===== config.mk =====
export PLATFORM = sky130hd
export DESIGN_NAME = utf8_to_ucs2_decoder_flat
export DESIGN_NICKNAME = d
export VERILOG_FILES = /design/src/rtl/u2u_pkg.sv /design/src/rtl/u2u_ifs.sv /design/src/rtl/u2u_front.sv /design/src/rtl/u2u_queue.sv /design/src/rtl/u2u_back.sv /design/src/rtl/utf8_to_ucs2_decoder.sv /design/src/flat_wrapper.sv
export SDC_FILE = /design/constraint.sdc
export NUM_CORES = 1
export LEC_CHECK = 0
export BUFFER_PORTS_ARGS = -buffer_cell sky130_fd_sc_hd__buf_4
export CORE_UTILIZATION = 52
export DETAILED_ROUTE_END_ITERATION = 7
export PLACE_DENSITY_LB_ADDON = 0.12
export SYNTH_ARGS = -nofsm -noshare
export SYNTH_HDL_FRONTEND = slang
export SYNTH_SLANG_ARGS = --single-unit

===== constraint.sdc =====
create_clock -name clock -period 4.2 [get_ports clock]
set_clock_uncertainty 0.1 [all_clocks]
set_input_delay 0.63 -clock clock [delete_from_list [all_inputs] [get_ports clock]]
set_output_delay 0.63 -clock clock [all_outputs]
set_load 0.005 [all_outputs]

===== src/rtl/u2u_pkg.sv =====
// ----------------------------------------------------------------------------
// UTF-8 to UCS-2 decoder package
// Types, constants and the lead byte table shared by the decoder files.
// ----------------------------------------------------------------------------
`default_nettype none

package u2u_pkg;

   localparam int BYTE_W    = 8;
   localparam int CHAR_W    = 16;
   localparam int COUNT_W   = 16;
   localparam int ACC_W     = 20;
   localparam int EXTRA_W   = 3;
   localparam int STATUS_W  = 2;
   localparam int SHIFT_W   = 6;

   // Power of two, so the queue pointers wrap on their own
   localparam int QUEUE_DEPTH = 2;
   localparam int QUEUE_PTR_W = (QUEUE_DEPTH > 1) ? $clog2(QUEUE_DEPTH) : 1;
   localparam int QUEUE_CNT_W = $clog2(QUEUE_DEPTH + 1);

   localparam logic [COUNT_W-1:0] CAPACITY_RESET = 16'hFFFF;

   localparam logic [STATUS_W-1:0] STATUS_OK       = 2'd0;
   localparam logic [STATUS_W-1:0] STATUS_ILLEGAL  = 2'd1;
   localparam logic [STATUS_W-1:0] STATUS_TRUNCATE = 2'd2;

   // Low 16 bits of the standard offsets for one and two extra bytes
   localparam logic [CHAR_W-1:0] OFFSET_ONE = 16'h3080;
   localparam logic [CHAR_W-1:0] OFFSET_TWO = 16'h2080;

   localparam logic [EXTRA_W-1:0] EXTRA_NONE  = 3'd0;
   localparam logic [EXTRA_W-1:0] EXTRA_ONE   = 3'd1;
   localparam logic [EXTRA_W-1:0] EXTRA_TWO   = 3'd2;
   localparam logic [EXTRA_W-1:0] EXTRA_THREE = 3'd3;
   localparam logic [EXTRA_W-1:0] EXTRA_FOUR  = 3'd4;
   localparam logic [EXTRA_W-1:0] EXTRA_FIVE  = 3'd5;

   typedef struct packed {
      logic [BYTE_W-1:0]  in_byte;
      logic               last_byte;
      logic [EXTRA_W-1:0] extra;
   } u2u_item_type;

   function automatic logic [EXTRA_W-1:0] extra_for(input logic [BYTE_W-1:0] b);
      logic [EXTRA_W-1:0] e;
      if (b < 8'hC0)      e = EXTRA_NONE;
      else if (b < 8'hE0) e = EXTRA_ONE;
      else if (b < 8'hF0) e = EXTRA_TWO;
      else if (b < 8'hF8) e = EXTRA_THREE;
      else if (b < 8'hFC) e = EXTRA_FOUR;
      else                e = EXTRA_FIVE;
      return e;
   endfunction

endpackage

`default_nettype wire


===== src/rtl/u2u_ifs.sv =====
// ----------------------------------------------------------------------------
// UTF-8 to UCS-2 decoder channel interfaces
// Byte request, character response and capacity write channels.
// ----------------------------------------------------------------------------
`default_nettype none

interface u2u_req_if import u2u_pkg::*; ();
   logic              valid;
   logic              ready;
   logic [BYTE_W-1:0] in_byte;
   logic              last_byte;
   modport source (output valid, in_byte, last_byte, input ready);
   modport sink   (input valid, in_byte, last_byte, output ready);
endinterface

interface u2u_rsp_if import u2u_pkg::*; ();
   logic                valid;
   logic                ready;
   logic [CHAR_W-1:0]   char_out;
   logic                char_valid;
   logic                done_res;
   logic [STATUS_W-1:0] status;
   logic [COUNT_W-1:0]  bytes_consumed;
   logic [COUNT_W-1:0]  chars_written;
   modport source (output valid, char_out, char_valid, done_res, status,
                   bytes_consumed, chars_written, input ready);
   modport sink   (input valid, char_out, char_valid, done_res, status,
                   bytes_consumed, chars_written, output ready);
endinterface

interface u2u_csr_if import u2u_pkg::*; ();
   logic               valid;
   logic               ready;
   logic [COUNT_W-1:0] write_data;
   modport source (output valid, write_data, input ready);
   modport sink   (input valid, write_data, output ready);
endinterface

`default_nettype wire


===== src/rtl/u2u_front.sv =====
// ----------------------------------------------------------------------------
// UTF-8 to UCS-2 decoder front stage
// Accepts source bytes and tags each with the extra byte count of a lead byte.
// ----------------------------------------------------------------------------
`default_nettype none

module u2u_front import u2u_pkg::*; (
   input  wire logic         clock,
   input  wire logic         reset,
   u2u_req_if.sink           req_ch,
   output logic              item_valid,
   output u2u_item_type      item,
   input  wire logic         item_ready
);

   logic         valid_ff, valid_in;
   u2u_item_type item_ff, item_in;
   logic         take;

   assign req_ch.ready = !valid_ff || item_ready;
   assign take         = req_ch.valid && req_ch.ready;

   always_comb begin
      valid_in = valid_ff;
      item_in  = item_ff;
      if (take) begin
         valid_in          = 1'b1;
         item_in.in_byte   = req_ch.in_byte;
         item_in.last_byte = req_ch.last_byte;
         item_in.extra     = extra_for(req_ch.in_byte);
      end else if (item_ready) begin
         valid_in = 1'b0;
      end
   end

   always_ff @(posedge clock) begin
      if (reset) begin
         valid_ff <= 1'b0;
      end else begin
         valid_ff <= valid_in;
      end
      item_ff <= item_in;
   end

   assign item_valid = valid_ff;
   assign item       = item_ff;

endmodule

`default_nettype wire


===== src/rtl/u2u_queue.sv =====
// ----------------------------------------------------------------------------
// UTF-8 to UCS-2 decoder item queue
// Short first-in first-out buffer between the front and back stages.
// ----------------------------------------------------------------------------
`default_nettype none

module u2u_queue import u2u_pkg::*; (
   input  wire logic          clock,
   input  wire logic          reset,
   input  wire logic          push_valid,
   input  wire u2u_item_type  push_item,
   output logic               push_ready,
   output logic               pop_valid,
   output u2u_item_type       pop_item,
   input  wire logic          pop_ready
);

   u2u_item_type           entry_ff [QUEUE_DEPTH];
   logic [QUEUE_PTR_W-1:0] wr_ptr_ff, wr_ptr_in;
   logic [QUEUE_PTR_W-1:0] rd_ptr_ff, rd_ptr_in;
   logic [QUEUE_CNT_W-1:0] count_ff, count_in;
   logic                   push, pop;

   assign push_ready = (count_ff != QUEUE_CNT_W'(QUEUE_DEPTH));
   assign pop_valid  = (count_ff != '0);
   assign pop_item   = entry_ff[rd_ptr_ff];
   assign push       = push_valid && push_ready;
   assign pop        = pop_valid && pop_ready;

   always_comb begin
      wr_ptr_in = wr_ptr_ff;
      rd_ptr_in = rd_ptr_ff;
      count_in  = count_ff;
      if (push) wr_ptr_in = wr_ptr_ff + 1'b1;
      if (pop)  rd_ptr_in = rd_ptr_ff + 1'b1;
      case ({push, pop})
         2'b10:   count_in = count_ff + 1'b1;
         2'b01:   count_in = count_ff - 1'b1;
         default: count_in = count_ff;
      endcase
   end

   always_ff @(posedge clock) begin
      if (reset) begin
         wr_ptr_ff <= '0;
         rd_ptr_ff <= '0;
         count_ff  <= '0;
      end else begin
         wr_ptr_ff <= wr_ptr_in;
         rd_ptr_ff <= rd_ptr_in;
         count_ff  <= count_in;
      end
      if (push) entry_ff[wr_ptr_ff] <= push_item;
   end

endmodule

`default_nettype wire


===== src/rtl/u2u_back.sv =====
// ----------------------------------------------------------------------------
// UTF-8 to UCS-2 decoder back stage
// Runs the sequence state, counts, stop handling and the result register.
// ----------------------------------------------------------------------------
`default_nettype none

module u2u_back import u2u_pkg::*; (
   input  wire logic          clock,
   input  wire logic          reset,
   input  wire logic          item_valid,
   input  wire u2u_item_type  item,
   output logic               item_ready,
   u2u_csr_if.sink            csr_ch,
   u2u_rsp_if.source          rsp_ch
);

   logic [COUNT_W-1:0]  cap_ff, cap_in;
   logic [ACC_W-1:0]    acc_ff, acc_in;
   logic [EXTRA_W-1:0]  need_ff, need_in;
   logic [EXTRA_W-1:0]  seen_ff, seen_in;
   logic                in_seq_ff, in_seq_in;
   logic                full_ff, full_in;
   logic                drain_ff, drain_in;
   logic [COUNT_W-1:0]  chars_ff, chars_in;
   logic [COUNT_W-1:0]  bytes_ff, bytes_in;

   logic                rsp_valid_ff, rsp_valid_in;
   logic [CHAR_W-1:0]   char_ff, char_in;
   logic                char_valid_ff, char_valid_in;
   logic                done_ff, done_in;
   logic [STATUS_W-1:0] status_ff, status_in;
   logic [COUNT_W-1:0]  consumed_ff, consumed_in;
   logic [COUNT_W-1:0]  written_ff, written_in;

   logic                pop;
   logic                lead;
   logic [ACC_W-1:0]    acc_cur;
   logic [EXTRA_W-1:0]  need_cur, seen_cur;
   logic                full_cur;
   logic [CHAR_W-1:0]   offset;
   logic                stop;
   logic [STATUS_W-1:0] stop_status;

   assign csr_ch.ready = 1'b1;
   assign item_ready   = !rsp_valid_ff || rsp_ch.ready;
   assign pop          = item_valid && item_ready;

   assign lead     = !in_seq_ff;
   assign need_cur = lead ? item.extra : need_ff;
   assign seen_cur = lead ? EXTRA_NONE : seen_ff + 1'b1;
   assign acc_cur  = lead ? ACC_W'(item.in_byte)
                          : ACC_W'({acc_ff, {SHIFT_W{1'b0}}}) + ACC_W'(item.in_byte);
   assign full_cur = lead ? (chars_ff >= cap_ff) : full_ff;

   always_comb begin
      case (need_cur)
         EXTRA_ONE: offset = OFFSET_ONE;
         EXTRA_TWO: offset = OFFSET_TWO;
         default:   offset = '0;
      endcase
   end

   always_comb begin
      cap_in   = cap_ff;
      acc_in   = acc_ff;
      need_in  = need_ff;
      seen_in  = seen_ff;
      in_seq_in = in_seq_ff;
      full_in  = full_ff;
      drain_in = drain_ff;
      chars_in = chars_ff;
      bytes_in = bytes_ff;

      rsp_valid_in  = rsp_valid_ff && !rsp_ch.ready;
      char_in       = char_ff;
      char_valid_in = char_valid_ff;
      done_in       = done_ff;
      status_in     = status_ff;
      consumed_in   = consumed_ff;
      written_in    = written_ff;

      stop        = 1'b0;
      stop_status = STATUS_OK;

      if (csr_ch.valid) cap_in = csr_ch.write_data;

      if (pop) begin
         if (drain_ff) begin
            // drop the rest of the buffer
            if (item.last_byte) begin
               drain_in = 1'b0;
               in_seq_in = 1'b0;
               chars_in = '0;
               bytes_in = '0;
            end
         end else begin
            acc_in  = acc_cur;
            need_in = need_cur;
            seen_in = seen_cur;
            full_in = full_cur;
            if (seen_cur < need_cur) begin
               in_seq_in = 1'b1;
               if (item.last_byte) begin
                  stop        = 1'b1;
                  stop_status = STATUS_ILLEGAL;
               end
            end else begin
               in_seq_in = 1'b0;
               if (full_cur) begin
                  stop        = 1'b1;
                  stop_status = STATUS_TRUNCATE;
               end else if (need_cur >= EXTRA_THREE) begin
                  stop        = 1'b1;
                  stop_status = STATUS_ILLEGAL;
               end
            end

            if (stop) begin
               rsp_valid_in  = 1'b1;
               char_in       = '0;
               char_valid_in = 1'b0;
               done_in       = 1'b1;
               status_in     = stop_status;
               consumed_in   = bytes_ff;
               written_in    = chars_ff;
               in_seq_in     = 1'b0;
               if (item.last_byte) begin
                  chars_in = '0;
                  bytes_in = '0;
               end else begin
                  drain_in = 1'b1;
               end
            end else if (!in_seq_in) begin
               chars_in      = chars_ff + 1'b1;
               bytes_in      = bytes_ff + COUNT_W'(need_cur) + 1'b1;
               rsp_valid_in  = 1'b1;
               char_in       = acc_cur[CHAR_W-1:0] - offset;
               char_valid_in = 1'b1;
               done_in       = item.last_byte;
               status_in     = STATUS_OK;
               consumed_in   = item.last_byte ? bytes_in : '0;
               written_in    = item.last_byte ? chars_in : '0;
               if (item.last_byte) begin
                  chars_in = '0;
                  bytes_in = '0;
               end
            end
         end
      end
   end

   always_ff @(posedge clock) begin
      if (reset) begin
         cap_ff       <= CAPACITY_RESET;
         acc_ff       <= '0;
         need_ff      <= '0;
         seen_ff      <= '0;
         in_seq_ff    <= 1'b0;
         full_ff      <= 1'b0;
         drain_ff     <= 1'b0;
         chars_ff     <= '0;
         bytes_ff     <= '0;
         rsp_valid_ff <= 1'b0;
      end else begin
         cap_ff       <= cap_in;
         acc_ff       <= acc_in;
         need_ff      <= need_in;
         seen_ff      <= seen_in;
         in_seq_ff    <= in_seq_in;
         full_ff      <= full_in;
         drain_ff     <= drain_in;
         chars_ff     <= chars_in;
         bytes_ff     <= bytes_in;
         rsp_valid_ff <= rsp_valid_in;
      end
      char_ff       <= char_in;
      char_valid_ff <= char_valid_in;
      done_ff       <= done_in;
      status_ff     <= status_in;
      consumed_ff   <= consumed_in;
      written_ff    <= written_in;
   end

   assign rsp_ch.valid          = rsp_valid_ff;
   assign rsp_ch.char_out       = char_ff;
   assign rsp_ch.char_valid     = char_valid_ff;
   assign rsp_ch.done_res       = done_ff;
   assign rsp_ch.status         = status_ff;
   assign rsp_ch.bytes_consumed = consumed_ff;
   assign rsp_ch.chars_written  = written_ff;

endmodule

`default_nettype wire


===== src/rtl/utf8_to_ucs2_decoder.sv =====
// ----------------------------------------------------------------------------
// UTF-8 to UCS-2 decoder
// Top level: front classifier, item queue and back sequencer.
// ----------------------------------------------------------------------------
// Decodes one source byte per clock while rsp_ch is not stalled. A byte
// accepted on req_ch is classified in the front register, passes through a
// two-entry queue and is folded into the sequence state by the back
// sequencer, whose output register drives rsp_ch with its result, if any.
// The back sequencer handles one byte per cycle, so that loop sets the rate;
// a stalled rsp_ch fills the queue and front register before req_ch drops
// ready. The capacity register on csr_ch is always ready and is meant to be
// written between buffers.
`default_nettype none

module utf8_to_ucs2_decoder import u2u_pkg::*; (
   input  wire logic clock,
   input  wire logic reset,
   u2u_req_if.sink   req_ch,
   u2u_rsp_if.source rsp_ch,
   u2u_csr_if.sink   csr_ch
);

   logic         front_valid, front_ready;
   u2u_item_type front_item;
   logic         queue_valid, queue_ready;
   u2u_item_type queue_item;

   u2u_front u_front (
      .clock      (clock),
      .reset      (reset),
      .req_ch     (req_ch),
      .item_valid (front_valid),
      .item       (front_item),
      .item_ready (front_ready)
   );

   u2u_queue u_queue (
      .clock      (clock),
      .reset      (reset),
      .push_valid (front_valid),
      .push_item  (front_item),
      .push_ready (front_ready),
      .pop_valid  (queue_valid),
      .pop_item   (queue_item),
      .pop_ready  (queue_ready)
   );

   u2u_back u_back (
      .clock      (clock),
      .reset      (reset),
      .item_valid (queue_valid),
      .item       (queue_item),
      .item_ready (queue_ready),
      .csr_ch     (csr_ch),
      .rsp_ch     (rsp_ch)
   );

endmodule

`default_nettype wire


===== src/flat_wrapper.sv =====
// flat-port wrapper written by rule: the top's interface ports become plain ports
module utf8_to_ucs2_decoder_flat import u2u_pkg::*;
  (clock, reset, req_ch_valid, req_ch_in_byte, req_ch_last_byte, req_ch_ready, rsp_ch_valid, rsp_ch_char_out, rsp_ch_char_valid, rsp_ch_done_res, rsp_ch_status, rsp_ch_bytes_consumed, rsp_ch_chars_written, rsp_ch_ready, csr_ch_valid, csr_ch_write_data, csr_ch_ready);
  u2u_req_if req_ch_i ();
  u2u_rsp_if rsp_ch_i ();
  u2u_csr_if csr_ch_i ();
  input  wire logic clock;
  input  wire logic reset;
  input wire logic [$bits(req_ch_i.valid)-1:0] req_ch_valid;
  input wire logic [$bits(req_ch_i.in_byte)-1:0] req_ch_in_byte;
  input wire logic [$bits(req_ch_i.last_byte)-1:0] req_ch_last_byte;
  output wire logic [$bits(req_ch_i.ready)-1:0] req_ch_ready;
  output wire logic [$bits(rsp_ch_i.valid)-1:0] rsp_ch_valid;
  output wire logic [$bits(rsp_ch_i.char_out)-1:0] rsp_ch_char_out;
  output wire logic [$bits(rsp_ch_i.char_valid)-1:0] rsp_ch_char_valid;
  output wire logic [$bits(rsp_ch_i.done_res)-1:0] rsp_ch_done_res;
  output wire logic [$bits(rsp_ch_i.status)-1:0] rsp_ch_status;
  output wire logic [$bits(rsp_ch_i.bytes_consumed)-1:0] rsp_ch_bytes_consumed;
  output wire logic [$bits(rsp_ch_i.chars_written)-1:0] rsp_ch_chars_written;
  input wire logic [$bits(rsp_ch_i.ready)-1:0] rsp_ch_ready;
  input wire logic [$bits(csr_ch_i.valid)-1:0] csr_ch_valid;
  input wire logic [$bits(csr_ch_i.write_data)-1:0] csr_ch_write_data;
  output wire logic [$bits(csr_ch_i.ready)-1:0] csr_ch_ready;
  assign req_ch_i.valid = req_ch_valid;
  assign req_ch_i.in_byte = req_ch_in_byte;
  assign req_ch_i.last_byte = req_ch_last_byte;
  assign req_ch_ready = req_ch_i.ready;
  assign rsp_ch_valid = rsp_ch_i.valid;
  assign rsp_ch_char_out = rsp_ch_i.char_out;
  assign rsp_ch_char_valid = rsp_ch_i.char_valid;
  assign rsp_ch_done_res = rsp_ch_i.done_res;
  assign rsp_ch_status = rsp_ch_i.status;
  assign rsp_ch_bytes_consumed = rsp_ch_i.bytes_consumed;
  assign rsp_ch_chars_written = rsp_ch_i.chars_written;
  assign rsp_ch_i.ready = rsp_ch_ready;
  assign csr_ch_i.valid = csr_ch_valid;
  assign csr_ch_i.write_data = csr_ch_write_data;
  assign csr_ch_ready = csr_ch_i.ready;
  utf8_to_ucs2_decoder u_core (.clock(clock), .reset(reset), .req_ch(req_ch_i), .rsp_ch(rsp_ch_i), .csr_ch(csr_ch_i));
endmodule

==> flow_metrics.tcl <==
set metrics [dict create \
    wl_microns 18300 \
    holdCritPathClass "primary input to flip-flop" \
    required_ns 4.27 \
    setup_slack_ns 0.486 \
    gp_routability_congestion 0.870 \
    status "finished, violations left" \
    area_growth_pct 17.5 \
    max_freq_ghz 0.269 \
    r2r_slack_ns 0.49 \
    drive_above_1_share_pct 18.0 \
    viasPerCell 5.93 \
    drc 5 \
    async_flop_share_pct 0 \
    hpwl_microns 12800 \
    hold_buffers 0 \
    synth_edf_count 88 \
    syn-instance-count 762 \
    grt_max_degree 45 \
    grt-ovfl-total 0 \
    rsz0062_at_grt "no" \
    cp-start-kind "flip-flop" \
    final_antenna_net_count 0 \
    min_period_ns 3.71 \
    first_global_vias 5721 \
    violations "design-rule violations" \
    p_leak_nw 3.56 \
    hold_ws_ns 0.272 \
    cpPeakStageDelay_ns 0.53 \
    crit_fanout 8 \
    dr.first_iter.drc_count 374 \
    die_h_microns 125 \
    ys_seq_area_share_pct 52.0 \
    cts_tree "built" \
    tightest_slew_ns 1.02 \
    slew_viol_final 0 \
    cts.sinks 162 \
    final_cell_mix "buf_4, edfxtp_1, nand2_1" \
    die-area_sq_mm 0.0157 \
    die_w_microns 125 \
    synth_cell_types 68 \
    numCtsBuffers 17 \
    htreeDepth 4 \
    finalSetupViolations 0 \
    critical_path_class "flip-flop to flip-flop" \
    rows 44 \
    insertedDiodeCount 0 \
    p_total_w 0.00541 \
    fin_nets 898 \
    synth.yosys.warnings 0 \
    critPathCaptureType "flip-flop" \
    hold_path.startpoint "req_ch_in_byte[1]" \
    post_cts_buffers 0 \
    cts.repair.resized 0 \
    hold_violations 0 \
    ios 85 \
    drtPass1Iterations 7 \
    peakVddDrop_uv 417 \
    crit_arrival_ns 3.78 \
    initial_core_util_pct 53.9 \
    cts.clk_slew.worst_paths_ns 0.07 \
    crit_chain "mux2_2 -> ha_1 -> fa_1 -> mux2i_1 -> ha_1 -> ha_1 -> inv_1 -> a311oi_1 -> a21oi_1 -> o311ai_0 -> a21oi_1" \
    vias 6130 \
    ys.flop_type "edfxtp_1" \
    max_slew_margin_pct 31.5 \
    placeableCoreArea_sq_mm 0.0147 \
    root_buffer "clkbuf_16" \
    drv_cap 0 \
    cp_slowest_cell "dfxtp_1" \
    layout_commonest_cell "buf_4" \
    clockBufferDepth 2 \
    grt_antenna_before_repair 0 \
    syn_area_sq_mm 0.00793 \
    drt-wirelength-per-cell_microns 17.7 \
    period_share_pct 88.4 \
    grt_first_pass_wirelength_microns 29400 \
    clock_latency_ns 0.43 \
    port_buffers 83 \
    synth_nets 824 \
    syn_area_per_cell_sq_um 10.4 \
    ys_ff_latch 162 \
    grt.total_usage_pct 23.9 \
    tns_ns 0 \
    power_density_mw_per_mm2 581 \
    dpl_worst_slack_ns 0.540 \
    cpMostUsedCell "ha_1" \
]
-- critical path: cells and delay by family (launching register included) --
kind	cells	cell delay, ns
fa+ha+maj	4	1.05
flops	1	0.53
mux	2	0.63
buf+inv	1	0.07
compound gates	4	1.08
-- logic make-up (layout without fill, tap and decap cells) --
family,count (synthesis),in the layout,synth area share (%)
flops,162,162,52.0
simple gates,269,269,16.1
buf+inv,79,166,4.13
fa+ha+maj,32,32,5.24
other cells,1,1,0.0473
xor+xnor,20,20,2.21
compound gates,177,177,17.3
mux,22,22,3.01
-- synth_stat cells (3+ instances only) --
| master | number | area share [%] |
|---|---|---|
| nor3_1 | 29 | 1.8 |
| nand2b_1 | 6 | 0.47 |
| o21ai_0 | 16 | 1.0 |
| o311a_1 | 4 | 0.50 |
| xnor2_1 | 13 | 1.4 |
| o21a_1 | 7 | 0.66 |
| dfxtp_1 | 74 | 19 |
| or4_1 | 3 | 0.28 |
| clkbuf_1 | 22 | 1.0 |
| or2_2 | 5 | 0.39 |
| a221o_1 | 20 | 2.5 |
| o311ai_0 | 11 | 1.2 |
| nor2b_1 | 7 | 0.55 |
| edfxtp_1 | 88 | 33 |
| a22o_1 | 4 | 0.44 |
| nand4_1 | 8 | 0.63 |
| nand2_1 | 75 | 3.6 |
| o31ai_1 | 13 | 1.2 |
| inv_1 | 34 | 1.6 |
| nand3_1 | 18 | 1.1 |
| a211o_1 | 3 | 0.33 |
| nor2_1 | 71 | 3.4 |
| buf_1 | 5 | 0.24 |
| ha_1 | 30 | 4.7 |
| a211oi_1 | 10 | 0.95 |
| a21o_1 | 5 | 0.47 |
| and2_1 | 11 | 0.87 |
| xor2_1 | 7 | 0.77 |
| a21oi_1 | 29 | 1.8 |
| buf_2 | 12 | 0.76 |
| or3_1 | 13 | 1.0 |
| nor4_1 | 9 | 0.71 |
| mux2_2 | 5 | 0.71 |
| o2bb2ai_1 | 14 | 1.5 |
| o211ai_1 | 17 | 1.6 |
| and3_1 | 6 | 0.47 |
| mux2i_1 | 14 | 1.8 |
-- state kept, by name, indices dropped and copies added, names as in the netlist, 2 cells and up, named ones only --
signal	cells
u_core.u_queue.count_ff	2
u_core.u_back.acc_ff	10
u_core.u_back.cap_ff	16
u_core.u_front.item	12
u_core.u_back.need_ff	3
u_core.u_back.rsp_ch.char_out	16
u_core.u_back.rsp_ch.bytes_consumed	16
u_core.u_back.chars_ff	16
u_core.u_queue.entry_ff	24
u_core.u_back.rsp_ch.status	2
u_core.u_back.seen_ff	3
u_core.u_back.rsp_ch.chars_written	16
u_core.u_back.bytes_ff	16
-- layer usage --
layer / up-vias / GRT usage (%) / share of wire (%)
met2: 201 / 37.8 / 46
met1: 2910 / 32.9 / 47
met3: 22 / 4.92 / 5.4
met4: 0 / 7.25 / 1.4
met5: - / 0 / 0
li1: 2997 / - / -
-- final cells by class --
type                            count  area, sq um
Fill cell                        1187         5380
Sequential cell                   162         4120
Multi-Input combinational cell    521         3490
Timing Repair Buffer               98          748
Clock buffer                       17          425
Tap cell                          184          230
Clock inverter                     15          165
Inverter                           36          135
-- where the power goes --
| part | switching (W) | total, W | internal, W | leakage [nW] |
|---|---|---|---|---|
| Sequential | 0.000162 | 0.00220 | 0.00203 | 1.44 |
| Combinational | 0.00102 | 0.00169 | 0.000665 | 1.84 |
| Clock | 0.000729 | 0.00153 | 0.000799 | 0.287 |
| Total | 0.00191 | 0.00541 | 0.00350 | 3.56 |
-- final timing paths --
check	endpoint	cells past startpoint
max	u_core.u_back.rsp_ch.char_out[15]	11
min	u_core.u_front.item[5]	1
min reg2reg	u_core.u_queue.entry_ff[1][8]	0
max reg2reg	u_core.u_back.rsp_ch.char_out[15]	11
-- per-stage QoR --
stage / instances / utilization [%] / instance area [sq um]
finish: 1033 / 63.4 / 9320
global placement: 1001 / 59.4 / 8730
floorplan: 762 / - / 7930
CTS: 1033 / 63.4 / 9320
global route: 1033 / 63.4 / 9320
detailed placement: 1001 / 59.4 / 8730
Note: power is estimated with default switching activity, not from simulation.
